==> src/rtl/core/cbe_pkg.sv <==
// Shared types and constants of the cubic Bezier evaluator pipeline.
// Used by every module of the core; depends on nothing else.
`default_nettype none

package cbe_pkg;

  // Pipeline depth: front, two multiply stages, sum stage, round/output stage
  localparam int unsigned CbeStages = 5;

  // Curve parameter value for 1.0 in Q0.16
  localparam logic [16:0] TOne = 17'h10000;

  // Accumulator widths for position (Q.48), velocity (Q.32), acceleration (Q.16)
  localparam int unsigned PosW = 88;
  localparam int unsigned VelW = 72;
  localparam int unsigned AccW = 60;

  // Half an output LSB at each accumulator scale: round to nearest, ties up
  localparam logic signed [PosW-1:0] PosHalf = PosW'(1) <<< 47;
  localparam logic signed [VelW-1:0] VelHalf = VelW'(1) <<< 31;
  localparam logic signed [AccW-1:0] AccHalf = AccW'(1) <<< 15;

  // Power-basis coefficients and powers of t, held after the front stage
  typedef struct packed {
    logic signed [31:0] a;   // P0
    logic signed [34:0] c1;  // 3(P1-P0)
    logic signed [35:0] c2;  // 3(P0-2P1+P2)
    logic signed [35:0] c3;  // P3-P0+3(P1-P2)
    logic        [16:0] t;
    logic        [32:0] t2;
  } cbe_coef_t;

  // Exact products, held after the second multiply stage
  typedef struct packed {
    logic signed [31:0] a;
    logic signed [34:0] c1;
    logic signed [35:0] c2;
    logic signed [52:0] c1t;
    logic signed [53:0] c2t;
    logic signed [53:0] c3t;
    logic signed [69:0] c2t2;
    logic signed [69:0] c3t2;
    logic signed [60:0] c3t3_lo;
    logic signed [61:0] c3t3_hi;
  } cbe_prod_t;

endpackage

`default_nettype wire

==> src/rtl/core/cbe_front.sv <==
// Front stage: saturate t, form power-basis coefficients and t squared.
// Depends on cbe_pkg.
`default_nettype none

module cbe_front
  import cbe_pkg::*;
(
  input  wire logic               clk_i,
  input  wire logic               en_i,
  input  wire logic signed [31:0] ctrl_p0_i,
  input  wire logic signed [31:0] ctrl_p1_i,
  input  wire logic signed [31:0] ctrl_p2_i,
  input  wire logic signed [31:0] ctrl_p3_i,
  input  wire logic        [16:0] curve_param_i,
  output cbe_coef_t               coef_o
);

  cbe_coef_t          coef_d, coef_q;
  logic signed [32:0] d10, d12, d30;
  logic signed [34:0] k2;

  always_comb begin
    // clamp t to 1.0
    coef_d.t  = (curve_param_i > TOne) ? TOne : curve_param_i;
    coef_d.t2 = 33'(coef_d.t) * 33'(coef_d.t);
    d10       = 33'(ctrl_p1_i) - 33'(ctrl_p0_i);
    d12       = 33'(ctrl_p1_i) - 33'(ctrl_p2_i);
    d30       = 33'(ctrl_p3_i) - 33'(ctrl_p0_i);
    k2        = 35'(ctrl_p0_i) - (35'(ctrl_p1_i) <<< 1) + 35'(ctrl_p2_i);
    coef_d.a  = ctrl_p0_i;
    coef_d.c1 = (35'(d10) <<< 1) + 35'(d10);
    coef_d.c2 = (36'(k2) <<< 1) + 36'(k2);
    coef_d.c3 = 36'(d30) + (36'(d12) <<< 1) + 36'(d12);
  end

  always_ff @(posedge clk_i) begin
    if (en_i) begin
      coef_q <= coef_d;
    end
  end

  assign coef_o = coef_q;

endmodule

`default_nettype wire

==> config.mk <==
export PLATFORM = sky130hd
export DESIGN_NAME = cbe_front
export DESIGN_NICKNAME = d
export VERILOG_FILES = /design/src/rtl/core/cbe_pkg.sv /design/src/rtl/core/cbe_front.sv
export SDC_FILE = /design/constraint.sdc
export NUM_CORES = 1
export LEC_CHECK = 0
export BUFFER_PORTS_ARGS = -buffer_cell sky130_fd_sc_hd__buf_2
export CORE_ASPECT_RATIO = 1.75
export CORE_MARGIN = 4
export CORE_UTILIZATION = 56
export CTS_CLUSTER_SIZE = 25
export DETAILED_ROUTE_END_ITERATION = 6
export PLACE_DENSITY = 0.86
export SYNTH_ARGS = -nofsm -noshare
export SYNTH_HDL_FRONTEND = slang
export SYNTH_SLANG_ARGS = --single-unit
==> constraint.sdc <==
create_clock -name clk_i -period 12.21 [get_ports clk_i]
set_clock_uncertainty 0.05 [all_clocks]
set_input_delay 1.8315 -clock clk_i [delete_from_list [all_inputs] [get_ports clk_i]]
set_output_delay 1.8315 -clock clk_i [all_outputs]
set_load 0.05 [all_outputs]
==> results.ini, run 1 <==
[placement]
dpl.hpwl_um=57900
place_area_mm2=0.0284
port_buffers=334
post-place-cells=3669
gp_congestion=1.02
place_ws_ns=2.63

[yosys]
yosysWarnings=0
syn_area_per_cell_um2=9.39
ys_async_sr_fraction=0
ys_seq_area_frac=0.216
ys_types=77
synth_ff_type=edfxtp_1
syn_area_mm2=0.0260
synth-seq-cells=187
synthCells=2767
synth-edff-count=187

[timing]
maxSlewViolCount=0
rsz0062_at_grt=no
final-hold-violation-count=0
period_share=0.762
tightest_slew_ns=0.930
slew_headroom=0.380
finalCriticalPeriod_ns=9.30
fmax_mhz=108
tns_ns=0
setup_violations=0
setup_ws_ns=2.91

[floorplanning]
rows=104
io_pins=336
die_h_um=293
core_area_mm2=0.0459
initial_utilization=0.566
dieWidth_um=171
die-area_mm2=0.0500

[detailed_routing]
wl_um=68900
drtIter0Drc=1158
wl_met1_um=23000
wl_met3_um=4220
met2WireLength_um=36600
highest_layer=met5
drc=1
dr.pass1.iters=7
drt-wirelength-per-cell_um=18.6
num_vias=20800
ant_nets=0
avgViaCountPerCell=5.61

[status]
status=finished with violations
violations=DRC

[worst_setup_path]
worstPathArrival_ns=9.46
path_max_fanout=33
crit_path_start_kind=primary input
critPathCaptureType=flip-flop
path_class=in2reg
cp.required_ns=12.37

[grt]
antenna_found_initial=13
grt_pass1_vias=22100
grt_pass1_wl_um=109000
grt_overflow_total=0
grt_start_max_net_pins=70
grt_usage=0.278

[clock_tree]
clockBufferDepth=2
cts_max_level=4
clk_pin_slew_ns=0.09
cts_made_buffers=17
post_cts_buffers=0
cts_sinks=187
hold_buffers=0
cts_tree=built
ctsResizeCount=0
root_buffer=clkbuf_16

[finish]
largest_reg_flops=187
syn_to_final_growth_pct=11.5
finalNetCount=3849
stdcell_count=3712
drive_gt1_frac=0.130
final_cell_area_mm2=0.0290

[power_and_ir_drop]
leakage_uw=0.0150
power_uw=7490
peakVddDrop_uv=245
powerDensity_mw_per_mm2=258

[job]
cap_viol_max_count=0

[worst_hold_path]
hp-class=in2reg

-- cells by family after synthesis --
| kind of cell | synth area share |
|---|---|
| DFF | 0.216 |
| other | 0.000289 |
| and+or+nand+nor | 0.104 |
| xor gates and xnor gates | 0.0715 |
| AOI/OAI and AO/OA | 0.139 |
| muxes | 0.00164 |
| adders and majority gates | 0.372 |
| buffers and inverters | 0.0953 |
-- routing by layer --
layer,global-route usage,up-vias
met4,0.184,4
met5,0,-
met2,0.509,794
li1,-,9758
met3,0.0518,278
met1,0.283,9995
-- power breakdown --
| part | internal, uW | leakage (uW) | switching [uW] | total (uW) |
|---|---|---|---|---|
| sequential | 1210 | 0.00183 | 83.1 | 1300 |
| combinational | 2040 | 0.0129 | 3550 | 5590 |
| clock | 295 | 0.000299 | 307 | 602 |
-- synth_stat cells, drive strengths merged (4+ instances only) --
master  count  area [um^2]
o21ai     108          548
nor4       12         90.1
nor2b      43          269
and2       41          257
o21a       30          225
a31o        6         52.6
edfxtp    187         5620
fa        293         5870
ha        304         3800
a221oi      6         70.1
a21oi     187          936
inv       613         2300
nor2      108          405
or3        10         67.6
clkbuf     39          148
nand4      21          131
buf         5         28.8
and4        4         35.0
o31a        4         35.0
o31ai       8         73.8
or2         8         52.6
xnor2     152         1330
o211ai     10         80.1
and3       42          263
xor2       60          526
nand3      26          130
a31oi      15         93.8
o21bai     32          244
a211oi     14          115
a21o      104          781
nor3       21          105
nand2     170          638
a221o       4         40.0
nand2b     33          206
-- worst paths after layout --
check | cells past startpoint | end | startpoint | slack [ns]
max | 28 | coef_o[31]$_DFFE_PP_ | curve_param_i[7] | 2.91
min | 1 | coef_o[177]$_DFFE_PP_ | ctrl_p0_i[20] | 1.49
-- cell usage in the layout (no fill, tap or decap), types with 5 or more instances in the layout --
cell type / instances
ha_1: 304
buf_4: 7
nand4_1: 21
xor2_1: 60
nor4_1: 11
fa_1: 293
nand3_1: 26
buf_2: 333
a211oi_1: 12
a21o_1: 104
and2_1: 41
o21ai_0: 102
o31ai_1: 7
a21oi_1: 187
clkbuf_16: 17
nor2_1: 108
nand2_1: 170
o21bai_1: 31
o211ai_1: 9
a31o_2: 6
diode_2: 11
or2_2: 7
and3_1: 42
a31oi_1: 15
a221oi_1: 5
nor2b_1: 43
xnor2_1: 152
o21a_1: 30
nand2b_1: 33
nor3_1: 21
conb_1: 24
or3_1: 9
edfxtp_1: 187
inv_1: 613
-- worst max-delay path: stages --
cell	delay [ns]
buf_2	0.20
nor4_1	0.59
nand4_1	0.16
nand2_1	0.59
and2_1	0.49
nand2_1	0.13
fa_1	0.56
inv_1	0.08
fa_1	0.52
inv_1	0.07
fa_1	0.52
inv_1	0.05
fa_1	0.41
fa_1	0.53
inv_1	0.05
fa_1	0.48
inv_1	0.04
ha_1	0.36
a21o_1	0.20
a21o_1	0.17
a21oi_1	0.18
o21ai_0	0.10
a21oi_1	0.37
o21ai_0	0.27
nand2_1	0.15
o21ai_0	0.08
a21oi_1	0.18
xnor2_1	0.09
-- stage by stage --
| step | utilization | hold WS (ns) |
|---|---|---|
| after CTS | 0.630 | 1.47 |
| after global placement | 0.617 | 1.97 |
| after floorplan | - | 1.88 |
| after detailed placement | 0.617 | 1.97 |
| final | 0.631 | 1.49 |
| after global routing | 0.631 | 1.48 |
-- final cells by class --
| cell class | instances | area [um^2] |
|---|---|---|
| multi-input combinational | 1945 | 18000 |
| antenna | 11 | 27.5 |
| clock buffer | 17 | 425 |
| inverter | 613 | 2300 |
| timing repair buffer | 341 | 1730 |
| sequential | 187 | 5620 |
| tap | 583 | 729 |
| fill | 3746 | 17000 |
| clock inverter | 15 | 178 |
Note: power is estimated with default switching activity, not from simulation.
==> run 2: changes to the inputs <==
==> constraint.sdc (replaced) <==
create_clock -name clk_i -period 9.35 [get_ports clk_i]
set_clock_uncertainty 0.05 [all_clocks]
set_input_delay 1.4025 -clock clk_i [delete_from_list [all_inputs] [get_ports clk_i]]
set_output_delay 1.4025 -clock clk_i [all_outputs]
set_load 0.05 [all_outputs]
==> run 2 against run 1 <==
Clock power rose by 29%; via count barely moved; sequential share of layout area barely moved; final cell count barely moved; the flow now finishes without violations; critical endpoint unchanged; final area barely moved; setup slack got worse by 1.8 ns; highest routed layer unchanged; utilization barely moved; die area did not move; global-route usage rose by 0.32 points; sequential power rose by 30%.
==> results.ini, run 2 (synthesis results as in run 1) <==
[status]
status=finished, final reports clean

[detailed_routing]
drc=0  ; -1
ant_nets=0  ; unchanged
drt-wirelength-per-cell_um=18.7  ; +0.89%
num_vias=20800  ; -0.077%
wl_um=69500  ; +0.84%
avgViaCountPerCell=5.61  ; about the same
dr.pass1.iters=6  ; -1
drtIter0Drc=1275  ; +10%

[floorplanning]
core_area_mm2=0.0459  ; unchanged
initial_utilization=0.566  ; unchanged
rows=104  ; unchanged
die-area_mm2=0.0500  ; unchanged
die_h_um=293  ; unchanged
dieWidth_um=171  ; unchanged
io_pins=336  ; unchanged

[clock_tree]
cts_tree=built
root_buffer=clkbuf_16
hold_buffers=0  ; unchanged
post_cts_buffers=0  ; unchanged
cts_sinks=187  ; unchanged
cts_made_buffers=17  ; unchanged
ctsResizeCount=0  ; unchanged
clockBufferDepth=2  ; unchanged
clk_pin_slew_ns=0.09  ; about the same
cts_max_level=4  ; unchanged

[power_and_ir_drop]
swShare=0.527  ; about the same
peakVddDrop_uv=301  ; +23%
powerDensity_mw_per_mm2=338  ; +31%
power_frac_clock=0.079  ; about the same
leakage_uw=0.0150  ; about the same
internal_power_uw=4630  ; +31%
pwr-share-comb=0.748  ; +0.002
p_seq_frac=0.173  ; about the same
power_switching_uw=5160  ; +31%

[placement]
dpl.hpwl_um=58300  ; +0.74%
port_buffers=334  ; unchanged
gp_congestion=1.02  ; -0.85%

[worst_hold_path]
hp-start=ctrl_p0_i[29]
hp-class=in2reg

[worst_setup_path]
crit_top_cell=fa_1
critPathCaptureType=flip-flop
critPathMaxStageDelay_ns=0.59  ; about the same
worstPathArrival_ns=8.46  ; -1.00 ns
crit_slowest_cell=fa_1
path_class=in2reg
path_max_fanout=14  ; -58%
cp-startpoint=curve_param_i[5]
cp_top_family=adder cells
crit_path_start_kind=primary input
cp.required_ns=9.52  ; -2.85 ns
cp_num_buf_inv=4  ; -2

[grt]
grt_start_max_net_pins=72  ; +2.9%
grt_usage=0.281  ; +0.00323
antenna_found_initial=11  ; -2
grt_pass1_wl_um=110000  ; +0.93%
grt_pass1_vias=22200  ; +0.44%
grt_overflow_total=0  ; unchanged

[timing]
final-hold-violation-count=0  ; unchanged
period_share=0.886
slew_headroom=0.360  ; -0.0207
tightest_slew_ns=0.961  ; +0.0310 ns
rsz0062_at_grt=no
holdWs_ns=1.06  ; -0.431 ns
setup_violations=0  ; unchanged
tns_ns=0  ; unchanged
fmax_mhz=121
finalCriticalPeriod_ns=8.29
maxSlewViolCount=0  ; unchanged

[finish]
largest_reg_flops=187  ; unchanged
mostFrequentLayoutCell=inv_1
syn_to_final_growth_pct=11.5  ; about the same
finalNetCount=3852  ; +0.078%
mostFrequentLayoutCells=inv_1 (613), buf_2 (333), ha_1 (304)
drive_gt1_frac=0.131  ; +0.000516

[job]
cap_viol_max_count=0  ; unchanged

==> run 2: changes by cell type in the layout (fill, tap and decap cells not counted), sizes merged <==
cell	previous run	this run
diode	11	6
buf	340	343
inv	621	622
clkinvlp	0	2
clkinv	6	3
==> run 2: metal layers <==
layer | routed length [um] | global-route usage | part of all wire | vias up
met2 | 37300 | 0.523 | 0.54 | 815
met1 | 22700 | 0.278 | 0.33 | 9944
met3 | 4330 | 0.0559 | 0.062 | 288
met4 | 5070 | 0.184 | 0.073 | 12
li1 | - | - | - | 9754
met5 | 92 | 0 | 0.0013 | -
==> run 2: worst paths after layout <==
kind | endpoint | slack, ns | depth (start not counted)
max | coef_o[31]$_DFFE_PP_ | 1.06 | 26
min | coef_o[186]$_DFFE_PP_ | 1.06 | 1
==> run 2: layout make-up <==
cell class | count | area [um^2]
well taps | 583 | 729
fillers | 3750 | 17000
diodes | 6 | 15.0
repair buffers | 344 | 1760
multi-input cells | 1945 | 18000
flip-flops and latches | 187 | 5620
clock buffers | 17 | 425
clock inverters | 15 | 154
inverters | 613 | 2300
==> run 2: metrics by stage <==
stage	util	cells	instance area [um^2]	worst slack, ns	total power (uW)
floorplan	-	2789	26100	1.72	7230
global placement	0.618	3672	28400	0.933	8780
detailed placement	0.618	3672	28400	0.757	8960
CTS	0.630	3704	29000	1.21	9800
global route	0.631	3709	29000	0.791	10600
finish	0.631	3710	29000	1.06	9800
==> run 2: power groups by stage <==
stage	Sequential, uW	Combinational (uW)	Clock [uW]
detailed placement	1700	7260	0
finish	1690	7330	774
floorplan	2790	4440	0
global route	1720	8080	822
CTS	1690	7310	792
global placement	1710	7070	0
==> run 3: changes to the inputs <==
--- a/config.mk
+++ b/config.mk
@@ -11,6 +11,7 @@
 export CORE_UTILIZATION = 56
 export CTS_CLUSTER_SIZE = 25
 export DETAILED_ROUTE_END_ITERATION = 6
+export MAX_ROUTING_LAYER = met4
 export PLACE_DENSITY = 0.86
 export SYNTH_ARGS = -nofsm -noshare
 export SYNTH_HDL_FRONTEND = slang
==> run 3 against run 2 <==
First-iteration DRC count decreased by 6.6%; maximum frequency rose by 1.3%; routed wire length grew 1.1%; sequential share of layout area is essentially flat; flip-flop and latch count is the same; power fell by 0.16%; largest cell class unchanged.
==> results.ini, run 3 (synthesis results as in run 1) <==
[finish]
syn_to_final_growth_pct=11.6  ; about the same
largest_reg_flops=187  ; unchanged
stdcell_count=3715  ; +0.13%
finalNetCount=3853  ; +0.026%
drive_gt1_frac=0.130  ; -0.000362
mostFrequentLayoutCell=inv_1
fill_cells=3787  ; +0.99%
mostFrequentLayoutCells=inv_1 (613), buf_2 (333), ha_1 (304)

[worst_setup_path]
crit_path_start_kind=primary input
critPathCaptureType=flip-flop
critPathMaxStageDelay_ns=0.61  ; +0.02 ns
cp_top_family=adder cells
path_max_fanout=31  ; +17
path_class=in2reg
worstPathArrival_ns=8.35  ; -0.11 ns
crit_top_cell=fa_1
cp_num_buf_inv=5  ; +1
cp.required_ns=9.52  ; about the same
crit_slowest_cell=fa_1

[timing]
period_share=0.875  ; -0.0116
rsz0062_at_grt=no
tns_ns=0  ; unchanged
setup_violations=0  ; unchanged
slew_headroom=0.270  ; -0.0900
holdWs_ns=1.07  ; +0.0169 ns
final-hold-violation-count=0  ; unchanged
fmax_mhz=122  ; +1.3%
setup_ws_ns=1.17  ; +0.108 ns
maxSlewViolCount=0  ; unchanged
finalCriticalPeriod_ns=8.18  ; -0.108 ns
tightest_slew_ns=1.10  ; +0.135 ns

[clock_tree]
cts_max_level=4  ; unchanged
clk_pin_slew_ns=0.07  ; -0.02 ns
cts_sinks=187  ; unchanged
ctsResizeCount=0  ; unchanged
cts_made_buffers=17  ; unchanged
cts_tree=built
clockBufferDepth=2  ; unchanged
root_buffer=clkbuf_16
post_cts_buffers=0  ; unchanged
hold_buffers=0  ; unchanged

[grt]
grt_pass1_wl_um=110000  ; +0.20%
grt_overflow_total=0  ; unchanged
grt_pass1_vias=21900  ; -1.2%
grt_usage=0.291  ; +0.00967
antenna_found_initial=10  ; -1
grt_start_max_net_pins=116  ; +61%

[job]
cap_viol_max_count=0  ; unchanged

[detailed_routing]
drt-wirelength-per-cell_um=18.9  ; +0.92%
wl_um=70300  ; +1.1%
ant_nets=0  ; unchanged
drtIter0Drc=1191  ; -6.6%
num_vias=20800  ; -0.28%
dr.pass1.iters=7  ; +1
avgViaCountPerCell=5.59  ; -0.42%
drc=0  ; unchanged

[worst_hold_path]
hp-start=ctrl_p0_i[12]
hold_end=coef_o[169]$_DFFE_PP_
worstHoldPathCells=1  ; unchanged
hp-class=in2reg

[floorplanning]
io_pins=336  ; unchanged
rows=104  ; unchanged
core_area_mm2=0.0459  ; unchanged
die-area_mm2=0.0500  ; unchanged
initial_utilization=0.566  ; unchanged
dieWidth_um=171  ; unchanged
die_h_um=293  ; unchanged

[placement]
gp_congestion=1.01  ; -0.80%
place_ws_ns=0.905  ; +0.148 ns
port_buffers=334  ; unchanged
dpl.hpwl_um=58900  ; +0.89%
post-place-cells=3673  ; +0.027%

[power_and_ir_drop]
power_uw=9780  ; -0.16%
leakage_uw=0.0150  ; about the same
peakVddDrop_uv=365  ; +22%
powerDensity_mw_per_mm2=337  ; -0.26%

[status]
status=finished, final reports clean

==> run 3: cell count changes in the layout (fill, tap and decap cells not counted), sizes merged <==
cell and change:
bufinv +1, clkbuf +3, clkinvlp -1, inv -3, diode +4, buf +1
==> run 3: worst max path at each step <==
stage / slack, ns / end / start / depth (start not counted)
2_1_floorplan: 1.72 / coef_o[31]$_DFFE_PP_ / curve_param_i[5] / 28
3_3_place_gp: 0.99 / coef_o[31]$_DFFE_PP_ / curve_param_i[5] / 27
3_5_place_dp: 0.91 / coef_o[29]$_DFFE_PP_ / curve_param_i[5] / 27
4_1_cts: 1.35 / coef_o[31]$_DFFE_PP_ / curve_param_i[5] / 27
5_1_grt: 0.87 / coef_o[31]$_DFFE_PP_ / curve_param_i[5] / 27
6_report: 1.17 / coef_o[31]$_DFFE_PP_ / curve_param_i[5] / 27
==> run 3: area by class of cell <==
cell class                      instances  area (um^2)  area share
Multi-Input combinational cell       1945        18000       0.620
Sequential cell                       187         5620       0.194
Inverter                              613         2300      0.0793
Timing Repair Buffer                  345         1760      0.0608
Tap cell                              583          729      0.0252
Clock buffer                           20          437      0.0151
Clock inverter                         12          154     0.00531
Antenna cell                           10         25.0    0.000863
==> run 3: stage by stage <==
stage / area (um^2) / utilization
floorplan: 26100 / -
global placement: 28400 / 0.618
detailed placement: 28400 / 0.618
CTS: 29000 / 0.631
global route: 29000 / 0.631
finish: 29000 / 0.631
==> run 3: power by group <==
| part | total [uW] | switching, uW | internal, uW |
|---|---|---|---|
| Combinational | 7300 | 4640 | 2670 |
| Sequential | 1690 | 108 | 1590 |
| Clock | 781 | 377 | 404 |
==> run 3: routing by layer <==
layer	vias up	track usage	part of all wire
li1	9745	-	-
met3	295	0.0547	0.060
met4	0	0.189	0.077
met5	-	-	0
met2	763	0.523	0.53
met1	9951	0.281	0.33
