===== src/rtl/core/cbe_pkg.sv =====
// Shared types and constants of the cubic Bezier evaluator pipeline.
// Used by every module of the core; depends on nothing else.
`default_nettype none

package cbe_pkg;

  // Pipeline depth: front, two multiply stages, sum stage, round/output stage
  localparam int unsigned CbeStages = 5;

  // Curve parameter value for 1.0 in Q0.16
  localparam logic [16:0] TOne = 17'h10000;

  // Accumulator widths for position (Q.48), velocity (Q.32), acceleration (Q.16)
  localparam int unsigned PosW = 88;
  localparam int unsigned VelW = 72;
  localparam int unsigned AccW = 60;

  // Half an output LSB at each accumulator scale: round to nearest, ties up
  localparam logic signed [PosW-1:0] PosHalf = PosW'(1) <<< 47;
  localparam logic signed [VelW-1:0] VelHalf = VelW'(1) <<< 31;
  localparam logic signed [AccW-1:0] AccHalf = AccW'(1) <<< 15;

  // Power-basis coefficients and powers of t, held after the front stage
  typedef struct packed {
    logic signed [31:0] a;   // P0
    logic signed [34:0] c1;  // 3(P1-P0)
    logic signed [35:0] c2;  // 3(P0-2P1+P2)
    logic signed [35:0] c3;  // P3-P0+3(P1-P2)
    logic        [16:0] t;
    logic        [32:0] t2;
  } cbe_coef_t;

  // Exact products, held after the second multiply stage
  typedef struct packed {
    logic signed [31:0] a;
    logic signed [34:0] c1;
    logic signed [35:0] c2;
    logic signed [52:0] c1t;
    logic signed [53:0] c2t;
    logic signed [53:0] c3t;
    logic signed [69:0] c2t2;
    logic signed [69:0] c3t2;
    logic signed [60:0] c3t3_lo;
    logic signed [61:0] c3t3_hi;
  } cbe_prod_t;

endpackage

`default_nettype wire


===== src/rtl/core/cbe_sum.sv =====
// Sum stages: partial sums with rounding offsets, then final add and scale.
// Depends on cbe_pkg.
`default_nettype none

module cbe_sum
  import cbe_pkg::*;
(
  input  wire logic               clk_i,
  input  wire logic [1:0]         en_i,
  input  cbe_prod_t               prod_i,
  output logic signed [31:0]      position_o,
  output logic signed [34:0]      velocity_o,
  output logic signed [36:0]      acceleration_o
);

  logic signed [PosW-1:0] pos_a_d, pos_a_q, pos_b_d, pos_b_q, pos_sum;
  logic signed [VelW-1:0] vel_a_d, vel_a_q, vel_b_d, vel_b_q, vel_sum;
  logic signed [AccW-1:0] acc_d, acc_q;
  logic signed [31:0]     pos_d, pos_q;
  logic signed [34:0]     vel_d, vel_q;
  logic signed [36:0]     accel_d, accel_q;

  always_comb begin
    pos_a_d = (PosW'(prod_i.a) <<< 48) + (PosW'(prod_i.c1t) <<< 32) + PosHalf;
    pos_b_d = (PosW'(prod_i.c2t2) <<< 16) + (PosW'(prod_i.c3t3_hi) <<< 24)
            + PosW'(prod_i.c3t3_lo);
    vel_a_d = (VelW'(prod_i.c1) <<< 32) + (VelW'(prod_i.c2t) <<< 17) + VelHalf;
    vel_b_d = (VelW'(prod_i.c3t2) <<< 1) + VelW'(prod_i.c3t2);
    acc_d   = (AccW'(prod_i.c2) <<< 17) + (AccW'(prod_i.c3t) <<< 2)
            + (AccW'(prod_i.c3t) <<< 1) + AccHalf;
  end

  always_ff @(posedge clk_i) begin
    if (en_i[0]) begin
      pos_a_q <= pos_a_d;
      pos_b_q <= pos_b_d;
      vel_a_q <= vel_a_d;
      vel_b_q <= vel_b_d;
      acc_q   <= acc_d;
    end
  end

  // drop the fractional bits; results are known to fit their outputs
  always_comb begin
    pos_sum = pos_a_q + pos_b_q;
    vel_sum = vel_a_q + vel_b_q;
    pos_d   = pos_sum[79:48];
    vel_d   = vel_sum[66:32];
    accel_d = acc_q[52:16];
  end

  always_ff @(posedge clk_i) begin
    if (en_i[1]) begin
      pos_q   <= pos_d;
      vel_q   <= vel_d;
      accel_q <= accel_d;
    end
  end

  assign position_o     = pos_q;
  assign velocity_o     = vel_q;
  assign acceleration_o = accel_q;

endmodule

`default_nettype wire


===== config.mk =====
export PLATFORM = sky130hd
export DESIGN_NAME = cbe_sum
export DESIGN_NICKNAME = d
export VERILOG_FILES = /design/src/rtl/core/cbe_pkg.sv /design/src/rtl/core/cbe_sum.sv
export SDC_FILE = /design/constraint.sdc
export NUM_CORES = 1
export LEC_CHECK = 0
export BUFFER_PORTS_ARGS = -buffer_cell sky130_fd_sc_hd__buf_2
export CAP_MARGIN = 25
export CORE_ASPECT_RATIO = 1.1
export CORE_MARGIN = 4
export CORE_UTILIZATION = 45
export CTS_BUF_LIST = sky130_fd_sc_hd__clkbuf_8
export CTS_CLUSTER_DIAMETER = 40
export DETAILED_ROUTE_END_ITERATION = 16
export PLACE_DENSITY = 0.66
export SLEW_MARGIN = 0
export SYNTH_ARGS = -nofsm -noshare
export SYNTH_HDL_FRONTEND = slang
export SYNTH_SLANG_ARGS = --single-unit

===== constraint.sdc =====
create_clock -name clk_i -period 7 [get_ports clk_i]
set_input_delay 0.7 -clock clk_i [delete_from_list [all_inputs] [get_ports clk_i]]
set_output_delay 0.7 -clock clk_i [all_outputs]
set_load 0.01 [all_outputs]

==> results of run 1 <==
[path summary, 6_finish.rpt]
| check | cells after the start | start | endpoint | slack (ns) |
|---|---|---|---|---|
| worst min-delay path | 1 | prod_i[323] | vel_a_q[23] | 0.24 |
| worst max-delay path | 14 | prod_i[6] | pos_b_q[78] | 2.97 |
| worst max register to register | 11 | vel_a_q[32] | velocity_o[32] | 3.10 |
| worst min register to register | 0 | acc_q[17] | acceleration_o[1] | 0.41 |
[final cells by class]
cell class	count	area (um2)
fill	5327	27400
multi-input combinational	2077	16700
sequential	337	10100
timing repair buffer	596	3010
tap	816	1020
clock buffer	70	963
inverter	131	492
clock inverter	50	403
antenna	17	42.5
[synth_stat cells (27+ instances only)]
library cell,number
nand2_1,130
clkbuf_1,37
fa_1,92
a21o_1,163
nor3_1,43
nand4_1,67
nor2b_1,27
edfxtp_1,337
o21bai_1,38
xnor2_1,162
o21a_1,33
a21oi_1,285
nand2b_1,27
ha_1,353
inv_1,131
nor2_1,119
o21ai_0,121
and3_1,28
xor2_1,94
nand3_1,43
[power breakdown]
| group | internal (mW) | switching [mW] |
|---|---|---|
| clock | 1.13 | 0.898 |
| sequential | 2.97 | 0.222 |
| combinational | 1.57 | 2.10 |
[stage by stage]
step                      area (um2)  utilization  instances  hold slack [ns]
after floorplan                27400            -       2583            0.400
after global placement         31300        0.521       3957            0.401
after detailed placement       31300        0.521       3957            0.406
after CTS                      32700        0.544       4077            0.175
after global routing           32700        0.544       4087            0.205
final                          32700        0.544       4094            0.241
[placed cells by master (no fill, tap or decap), drive strengths merged, types with 94 or more instances in the layout]
master,instances
buf,596
edfxtp,337
nand2,130
inv,144
xor2,94
a21oi,288
xnor2,162
ha,353
o21ai,128
nor2,119
a21o,163
[cell families after synthesis]
logic type	count (synthesis)	share of synthesized area
AO/OA/AOI/OAI	835	0.198
AND/OR/NAND/NOR	539	0.0985
adder cells (fa/ha/maj)	445	0.228
flip-flops	337	0.369
XOR/XNOR	256	0.0818
buffers and inverters	169	0.0232
multiplexers	2	0.000730
[critical path, cell delays in order]
cell and delay (ns):
buf_2 0.07, inv_1 0.04, fa_1 0.52, inv_1 0.04, ha_1 0.39, nand4_1 0.19
or2_0 0.25, o31a_1 0.37, or4_1 0.73, a211oi_1 0.42, o31a_1 0.24, o211ai_1 0.12
nand3b_1 0.13, xor2_1 0.25
[sequential cells by signal, indices dropped and copies added (netlist names)]
| name | flops |
|---|---|
| vel_a_q | 50 |
| vel_b_q | 50 |
| acc_q | 37 |
| acceleration_o | 37 |
| position_o | 32 |
| pos_b_q | 48 |
| pos_a_q | 48 |
| velocity_o | 35 |
[metal layers]
layer	share of wire	vias up	wire length, um
met4	0.035	2	2810
met3	0.063	159	4980
met5	0.00010	-	8
met2	0.50	784	39500
li1	-	11100	-
met1	0.40	10700	31800
==> reports/qor.yml, run 1 <==
clocking:
  clock_sinks: 337
  cts_resized: 0
  clk_latency_ns: 0.62
  cts_htree_levels: 3
  clock_path_buffers: 3
  ctsHoldBuffers: 0
  postCtsSetupRepairBufs: 0
  cts_tree: "yes"
  cts_root_buffer: "clkbuf_8"
  cts_buffers: 70
  path_clk_slew_ns: 0.06
synthesis:
  synth.avg_cell_area_um2: 10.6
  yosys_warnings: 0
  synth.yosys.seq_area_share: 0.369
  ys_types: 73
  ys_async_sr_fraction: 0
  synthCells: 2583
  synth-seq-cells: 337
  synth_top_area_frac: 0.369
  synth_ff_type: "edfxtp_1"
  yosys.area.top_type: "edfxtp_1"
  synth_area_leaders: "edfxtp_1 37%, ha_1 16%, fa_1 6.7%"
  synth-edff-count: 337
  synth_area_um2: 27400
  syn_nets: 3558
setup_path:
  worstSetupEndpointType: "flip-flop"
  start_kind: "primary input"
  critical_path_class: "in -> reg"
  critPathRequiredTime_ns: 7.43
  critPathMaxFanout: 7
  crit_arrival_ns: 4.46
sta:
  final_hold_viol_count: 0
  tns_ns: 0
  worst_pin_slew_ns: 0.996
  rsz0062_at_grt: "false"
  setup_viol: 0
  relSlewSlack: 0.336
  min_period_over_period: 0.576
  fmax_mhz: 248
  finalMaxSlewViolations: 0
  clock_skew_ns: 0.0346
  fin_crit_ns: 4.03
  setup_ws_ns: 2.97
power_and_ir_drop:
  p_total_mw: 8.90
  irDropWorstVdd_mv: 0.140
  leakagePower_nw: 14.8
  p_per_area_nw_per_um2: 272
route:
  wl_mm: 79.1
  postRouteAntennaNets: 0
  wl_per_cell_um: 19.3
  first_pass_iters: 5
  remaining_drc_errors: 0
  drt_iter0_markers: 1142
  routed_via_density: 5.55
  dr_total_vias: 22700
global_routing:
  use_met2: 0.420
  first_global_vias: 23700
  gr-usage-met1: 0.290
  track_usage: 0.236
  grt_pass1_wl_mm: 123
  overflow: 0
  gr-max-usage-layer: "met2"
  antenna_found_initial: 14
  grt_max_degree: 125
  grtUsageMet3: 0.0331
floorplanning:
  core_um2: 60100
  start_util: 0.456
  io_pins: 634
  die_h_um: 267
  die_w_um: 243
  die_area_um2: 64900
  fp-row-count: 94
placed_design:
  hpwl_mm: 66.3
  portBuffers: 591
  preCtsSetupSlack_ns: 2.32
  gp_routability_congestion: 1.02
run_status:
  status: "complete, no violations"
final_layout:
  area_growth_pct: 19.3
  nNetsFinal: 4188
  layout-drive-gt1-share: 0.220
flow_run:
  max_cap_viol_count: 0
min_path:
  hold_path_class: "in -> reg"
No activity file was read; power rests on OpenSTA's default activity.
==> run 2: changes to the inputs <==
--- a/config.mk
+++ b/config.mk
@@ -5,6 +5,7 @@
 export SDC_FILE = /design/constraint.sdc
 export NUM_CORES = 1
 export LEC_CHECK = 0
+export ABC_AREA = 1
 export BUFFER_PORTS_ARGS = -buffer_cell sky130_fd_sc_hd__buf_2
 export CAP_MARGIN = 25
 export CORE_ASPECT_RATIO = 1.1
==> constraint.sdc (replaced) <==
create_clock -name clk_i -period 3.5 [get_ports clk_i]
set_input_delay 0.35 -clock clk_i [delete_from_list [all_inputs] [get_ports clk_i]]
set_output_delay 0.35 -clock clk_i [all_outputs]
set_load 0.01 [all_outputs]
==> reports/qor.yml, run 2 <==
power_and_ir_drop:
  power_frac_clock: 0.197  # was 0.228
  p_comb_frac: 0.509  # was 0.413
  leakagePower_nw: 21.2  # was 14.8 nW
  power.internal_mw: 11.5  # was 5.67 mW
  p_per_area_nw_per_um2: 491  # was 272 nW/um2
  p_sw_mw: 9.74  # was 3.22 mW
  irDropWorstVdd_mv: 0.270  # was 0.140 mV
  swShare: 0.458  # was 0.362
  seqPwrFrac: 0.294  # was 0.359
min_path:
  min_to: "acc_q[45]"  # was vel_a_q[23]
  hold_start: "en_i[0]"  # was prod_i[323]
  hold_path_depth: 1  # unchanged
  hold_path_class: "in -> reg"  # unchanged
floorplanning:
  die_h_um: 309  # was 267 um
  fp-row-count: 110  # was 94
  die_area_um2: 87200  # was 64,900 um2
  io_pins: 634  # unchanged
  core_um2: 81900  # was 60,100 um2
  die_w_um: 282  # was 243 um
  start_util: 0.454  # was 0.456
clocking:
  postCtsSetupRepairBufs: 0  # unchanged
  ctsHoldBuffers: 31  # was 0
  cts_buffers: 69  # was 70
  cts_root_buffer: "clkbuf_8"  # unchanged
  clk_latency_ns: 0.69  # was 0.62 ns
  clock_path_buffers: 3  # unchanged
  path_clk_slew_ns: 0.06  # about the same
  cts_resized: 0  # unchanged
  cts_tree: "yes"  # unchanged
  clock_sinks: 337  # unchanged
  cts_htree_levels: 3  # unchanged
synthesis:
  synth_area_leaders: "edfxtp_1 27%, nand2_1 16%, ha_1 12%"  # was edfxtp_1 37%, ha_1 16%, fa_1 6.7%
  ys_types: 40  # was 73
  ys_async_sr_fraction: 0  # unchanged
  synth_area_um2: 37200  # was 27,400 um2
  synth_ff_type: "edfxtp_1"  # unchanged
  synth.yosys.seq_area_share: 0.272  # was 0.369
  synthCells: 5398  # was 2,583
  yosys_warnings: 0  # unchanged
  synth-seq-cells: 337  # unchanged
  synth_top_area_frac: 0.272  # was 0.369
  post-synth-top-count-cell: "nand2_1"  # was ha_1
  synth-edff-count: 337  # unchanged
  synth.avg_cell_area_um2: 6.88  # was 10.6 um2
  synthTopCellsByCount: "1,568 x nand2_1, 792 x inv_1, 577 x nor2_1, 472 x a21oi_1, 353 x ha_1"  # was 353 x ha_1, 337 x edfxtp_1, 285 x a21oi_1, 163 x a21o_1, 162 x xnor2_1
  syn_nets: 6373  # was 3,558
  yosys.area.top_type: "edfxtp_1"  # unchanged
global_routing:
  track_usage: 0.315  # was 0.236
  antenna_found_initial: 16  # was 14
  overflow: 0  # unchanged
  grt_max_degree: 85  # was 125
  first_global_vias: 37500  # was 23,700
  grt_pass1_wl_mm: 210  # was 123 mm
setup_path:
  reg2reg_slack_ns: 0.82  # was 3.10 ns
  crit_top_cell: "nand2_1"
  critPathMaxFanout: 4  # was 7
  path_delay_family: "compound AO/OA/AOI/OAI gates"  # was simple AND/OR/NAND/NOR gates
  crit_arrival_ns: 3.10  # was 4.46 ns
  crit_buf_inv: 0  # was 3
  cp_slowest_cell: "a21oi_1"  # was or4_1
  slowest_delay_ns: 0.49  # was 0.73 ns
  reg2reg_from: "vel_a_q[33]"  # was vel_a_q[32]
  ff2ff_path_depth: 9  # was 11
  critical_path_class: "reg -> reg"  # was in -> reg
  crit_chain: "ha_1 -> a21oi_1 -> o21ai_0 -> a21boi_0 -> nand3_1 -> nand2_1 -> nand2_1 -> nand2_1 -> nand2_1"  # was buf_2 -> inv_1 -> fa_1 -> inv_1 -> ha_1 -> nand4_1 -> or2_0 -> o31a_1 -> or4_1 -> a211oi_1 -> o31a_1 -> o211ai_1 -> nand3b_1 -> xor2_1
  start_kind: "flip-flop"  # was primary input
  worstSetupEndpointType: "flip-flop"  # unchanged
  critPathRequiredTime_ns: 3.91  # was 7.43 ns
  timing.rr.end: "velocity_o[22]"  # was velocity_o[32]
sta:
  rsz0062_at_grt: "false"  # unchanged
  setup_ws_ns: 0.817  # was 2.97 ns
  relSlewSlack: 0.497  # was 0.336
  min_period_over_period: 0.766
  fin_crit_ns: 2.68
  setup_viol: 0  # unchanged
  worst_pin_slew_ns: 0.755  # was 0.996 ns
  finalMaxSlewViolations: 0  # unchanged
  fmax_mhz: 373
  final_hold_viol_count: 0  # unchanged
  tns_ns: 0  # unchanged
  clock_skew_ns: 0.0510  # was 0.0346 ns
run_status:
  status: "complete, no violations"  # unchanged
route:
  remaining_drc_errors: 0  # unchanged
  wl_met1_mm: 60.3  # was 31.8 mm
  wl_met2_mm: 63.2  # was 39.5 mm
  wl_mm: 142  # was 79.1 mm
  top_layer: "met4"  # was met5
  first_pass_iters: 6  # was 5
  wl_per_cell_um: 19.6  # was 19.3 um
  dr_total_vias: 38800  # was 22,700
  drt_iter0_markers: 3402  # was 1,142
  postRouteAntennaNets: 0  # unchanged
  routed_via_density: 5.36  # was 5.55
  dr_wl_met3_mm: 10.4  # was 4.98 mm
placed_design:
  preCtsSetupSlack_ns: 0.313  # was 2.32 ns
  gp_routability_congestion: 1.10  # was 1.02
  portBuffers: 591  # unchanged
  dp_cells: 7064  # was 3,957
  hpwl_mm: 124  # was 66.3 mm
final_layout:
  layout_common_cells: "1,568 x nand2_1, 799 x inv_1, 589 x buf_2"  # was 589 x buf_2, 353 x ha_1, 337 x edfxtp_1
  largestRegisters: "vel_a_q: 50 flops, vel_b_q: 50 flops"  # unchanged
  final_common_cell: "nand2_1"  # was buf_2
  final_cells: 7232  # was 4,094
  nNetsFinal: 7077  # was 4,188
  layout-drive-gt1-share: 0.152  # was 0.220
  area_growth_pct: 16.6  # was 19.3%
flow_run:
  max_cap_viol_count: 0  # unchanged
[run 2: worst max path at each step]
stage | endpoint | startpoint | slack, ns | cells after the start
after floorplan | pos_b_q[78] | prod_i[1] | 1.16 | 15
after global placement | pos_b_q[78] | prod_i[122] | 0.39 | 12
after detailed placement | pos_b_q[78] | prod_i[122] | 0.31 | 12
after CTS | velocity_o[22] | vel_a_q[33] | 0.96 | 9
after global routing | velocity_o[22] | vel_a_q[33] | 0.70 | 9
final | velocity_o[22] | vel_a_q[33] | 0.82 | 9
[run 2: layout make-up]
class	count	area, um2
tap	1064	1330
clock buffer	69	950
timing repair buffer	633	3400
sequential	337	10100
antenna	12	30.0
clock inverter	56	445
multi-input combinational	4210	23800
fill	8270	38600
inverter	851	3190
[run 2: per-stage QoR]
step / cell area, um2 / total power, mW / hold WS (ns) / utilization
6_report: 43300 / 21.3 / 0.149 / 0.529
5_1_grt: 43300 / 22.7 / 0.154 / 0.529
4_1_cts: 43300 / 21.2 / 0.100 / 0.529
3_5_place_dp: 41600 / 16.8 / 0.405 / 0.508
3_3_place_gp: 41600 / 16.8 / 0.402 / 0.508
2_1_floorplan: 37200 / 12.8 / 0.400 / -
[run 2: metal layers]
metal / up-vias / track usage
li1: 19100 / -
met1: 17800 / 0.416
met2: 1622 / 0.510
met3: 306 / 0.0422
met4: 0 / 0.154
met5: - / 0
[run 2: cell families after synthesis]
logic type	Yosys count	synth area share
AOI/OAI and AO/OA	885	0.128
buffers and inverters	851	0.0860
DFF	337	0.272
and+or+nand+nor	2731	0.310
xor gates and xnor gates	149	0.0351
adders and majority gates	445	0.168
[run 2: worst reg2reg max path, stage by stage, from the launching register on]
cell and delay (ns):
edfxtp_1 0.38, ha_1 0.41, a21oi_1 0.49, o21ai_0 0.26
a21boi_0 0.31, nand3_1 0.24, nand2_1 0.14, nand2_1 0.05
nand2_1 0.06, nand2_1 0.06
[run 2: power by group through the flow]
stage / logic [mW] / registers, mW / clock network [mW]
2_1_floorplan: 6.51 / 6.26 / 0
3_3_place_gp: 10.5 / 6.30 / 0
3_5_place_dp: 10.5 / 6.31 / 0
4_1_cts: 10.6 / 6.24 / 4.32
5_1_grt: 11.9 / 6.30 / 4.48
6_report: 10.8 / 6.24 / 4.19
==> run 3: changes to the inputs <==
--- a/config.mk
+++ b/config.mk
@@ -5,7 +5,7 @@
 export SDC_FILE = /design/constraint.sdc
 export NUM_CORES = 1
 export LEC_CHECK = 0
-export ABC_AREA = 1
+export ABC_AREA = 0
 export BUFFER_PORTS_ARGS = -buffer_cell sky130_fd_sc_hd__buf_2
 export CAP_MARGIN = 25
 export CORE_ASPECT_RATIO = 1.1
@@ -14,7 +14,7 @@
 export CTS_BUF_LIST = sky130_fd_sc_hd__clkbuf_8
 export CTS_CLUSTER_DIAMETER = 40
 export DETAILED_ROUTE_END_ITERATION = 16
-export PLACE_DENSITY = 0.66
+export PLACE_DENSITY = 0.68
 export SLEW_MARGIN = 0
 export SYNTH_ARGS = -nofsm -noshare
 export SYNTH_HDL_FRONTEND = slang
==> constraint.sdc (replaced) <==
create_clock -name clk_i -period 2.45 [get_ports clk_i]
set_input_delay 0.245 -clock clk_i [delete_from_list [all_inputs] [get_ports clk_i]]
set_output_delay 0.245 -clock clk_i [all_outputs]
set_load 0.01 [all_outputs]
==> reports/qor.yml, run 3 (synthesized netlist as in run 1, its figures left out) <==
setup_path:
  reg2reg_from: "vel_b_q[31]"  # was vel_a_q[33]
  critPathMaxFanout: 4  # unchanged
  crit_start: "vel_b_q[31]"  # was vel_a_q[33]
  critical_path_class: "reg -> reg"  # unchanged
  worstSetupEndpointType: "flip-flop"  # unchanged
  timing.rr.end: "velocity_o[34]"  # was velocity_o[22]
  critPathRequiredTime_ns: 2.86  # was 3.91 ns
  crit_arrival_ns: 3.70  # was 3.10 ns
  reg2reg_slack_ns: -0.84  # was 0.82 ns
  ff2ff_path_depth: 11  # was 9
  start_kind: "flip-flop"  # unchanged
  crit_path_end: "velocity_o[34]"  # was velocity_o[22]
global_routing:
  grt_max_degree: 61  # was 85
  first_global_vias: 27100  # was 37,500
  grt_pass1_wl_mm: 141  # was 210 mm
  overflow: 0  # unchanged
  track_usage: 0.270  # was 0.315
  antenna_found_initial: 26  # was 16
sta:
  setup_viol: 91  # was 0
  rsz0062_at_grt: "true"  # was false
  fmax_mhz: 304  # was 373 MHz
  tns_ns: -27.75  # was 0 ns
  worst_pin_slew_ns: 0.610  # was 0.755 ns
  min_period_over_period: 1.34  # was 0.766
  setup_ws_ns: -0.844  # was 0.817 ns
  holdWs_ns: 0.0574  # was 0.149 ns
  fin_crit_ns: 3.29  # was 2.68 ns
  final_hold_viol_count: 0  # unchanged
  finalMaxSlewViolations: 0  # unchanged
  clock_skew_ns: 0.0443  # was 0.0510 ns
  relSlewSlack: 0.593  # was 0.497
run_status:
  status: "complete, but fails checks"  # was complete, no violations
  violations: "negative setup slack"
min_path:
  hold_path_class: "in -> reg"  # unchanged
final_layout:
  postLayoutCoreUtil: 0.694  # was 0.529
  final_area_um2: 41700  # was 43,300 um2
  area_growth_pct: 52.1  # was 16.6%
  layout_common_cells: "690 x buf_4, 561 x buf_2, 337 x edfxtp_1"  # was 1,568 x nand2_1, 799 x inv_1, 589 x buf_2
  nNetsFinal: 4946  # was 7,077
  largestRegisters: "vel_a_q: 50 flops, vel_b_q: 50 flops"  # unchanged
  final_cells: 4850  # was 7,232
  layout-drive-gt1-share: 0.455  # was 0.152
  final_common_cell: "buf_4"  # was nand2_1
clocking:
  clock_sinks: 337  # unchanged
  clock_path_buffers: 3  # unchanged
  clk_latency_ns: 0.67  # was 0.69 ns
  path_clk_slew_ns: 0.06  # about the same
  cts_tree: "yes"  # unchanged
  cts_htree_levels: 2  # was 3
  cts_buffers: 57  # was 69
  cts_root_buffer: "clkbuf_8"  # unchanged
placed_design:
  hpwl_mm: 75.7  # was 124 mm
  preCtsSetupSlack_ns: -1.19  # was 0.313 ns
  dp_cells: 4618  # was 7,064
  portBuffers: 591  # unchanged
  gp_routability_congestion: 0.937  # was 1.10
  detailed_place.area_um2: 37800  # was 41,600 um2
floorplanning:
  die_area_um2: 64900  # was 87,200 um2
  die_w_um: 243  # was 282 um
  die_h_um: 267  # was 309 um
  start_util: 0.456  # was 0.454
  io_pins: 634  # unchanged
  core_um2: 60100  # was 81,900 um2
  fp-row-count: 94  # was 110
route:
  wl_mm: 92.1  # was 142 mm
  routed_via_density: 5.32  # was 5.36
  first_pass_iters: 5  # was 6
  wl_per_cell_um: 19.0  # was 19.6 um
  remaining_drc_errors: 0  # unchanged
  drt_iter0_markers: 1259  # was 3,402
  postRouteAntennaNets: 0  # unchanged
  dr_total_vias: 25800  # was 38,800
power_and_ir_drop:
  p_per_area_nw_per_um2: 726  # was 491 nW/um2
  irDropWorstVdd_mv: 0.438  # was 0.270 mV
  leakagePower_nw: 18.9  # was 21.2 nW
  p_total_mw: 30.3  # was 21.3 mW
flow_run:
  max_cap_viol_count: 0  # unchanged
==> run 3: cell types whose count changed in the layout (fill, tap and decap cells not counted), sizes merged, moves of 37 or more <==
cell	previous run	this run
a21o	21	163
a21oi	474	288
buf	602	1329
inv	865	145
nand2	1603	130
nand3	258	43
nor2	679	119
nor3	93	43
o21ai	285	128
xnor2	18	162
xor2	131	94
==> run 3: repair_timing <==
item,4_1_cts,5_1_grt
gates cloned,0,0
pin swaps,138,140
setup buffers,51,42
endpoints found under the hold margin,35,0
hold buffers,37,0
gates resized for setup,215,174
setup endpoints to repair,112,141
==> run 3: worst min path at each step <==
| stage | start | endpoint | depth (start not counted) | slack, ns |
|---|---|---|---|---|
| after floorplan | prod_i[371] | pos_a_q[32] | 0 | 0.34 |
| after global placement | acc_q[41] | acceleration_o[25] | 0 | 0.40 |
| after detailed placement | acc_q[24] | acceleration_o[8] | 0 | 0.40 |
| after CTS | prod_i[386] | pos_a_q[47] | 3 | 0.003 |
| after global routing | prod_i[386] | pos_a_q[47] | 3 | 0.04 |
| final | prod_i[386] | pos_a_q[47] | 3 | 0.06 |
==> run 3: layer usage <==
| layer | vias up | wire length (um) | track usage |
|---|---|---|---|
| met3 | 180 | 4900 | 0.0412 |
| met2 | 728 | 47100 | 0.495 |
| met1 | 12300 | 37100 | 0.328 |
| met5 | - | 92 | 0 |
| li1 | 12600 | - | - |
| met4 | 16 | 2920 | 0.0861 |
==> run 3: area by class of cell <==
| class | count | area, um2 |
|---|---|---|
| flip-flops and latches | 337 | 10100 |
| multi-input cells | 2077 | 19600 |
| fillers | 4529 | 18400 |
| clock buffers | 57 | 785 |
| repair buffers | 1367 | 9300 |
| inverters | 131 | 527 |
| well taps | 816 | 1020 |
| diodes | 18 | 45.0 |
| clock inverters | 47 | 348 |
==> run 3: worst max-delay path, stage by stage, from the launching register on <==
cell	delay (ns)
edfxtp_1	0.48
ha_4	0.28
and3_4	0.17
a221o_1	0.39
o211ai_2	0.21
a31oi_4	0.14
a2111oi_4	0.30
a21oi_2	0.12
a221o_2	0.42
a221oi_4	0.30
o41ai_1	0.13
xnor2_1	0.13
==> run 3: where the power goes <==
part / internal (mW) / switching (mW) / total (mW)
sequential: 8.49 / 0.693 / 9.18
combinational: 8.16 / 7.90 / 16.1
clock: 2.65 / 2.40 / 5.05
total: 19.3 / 11.0 / 30.3
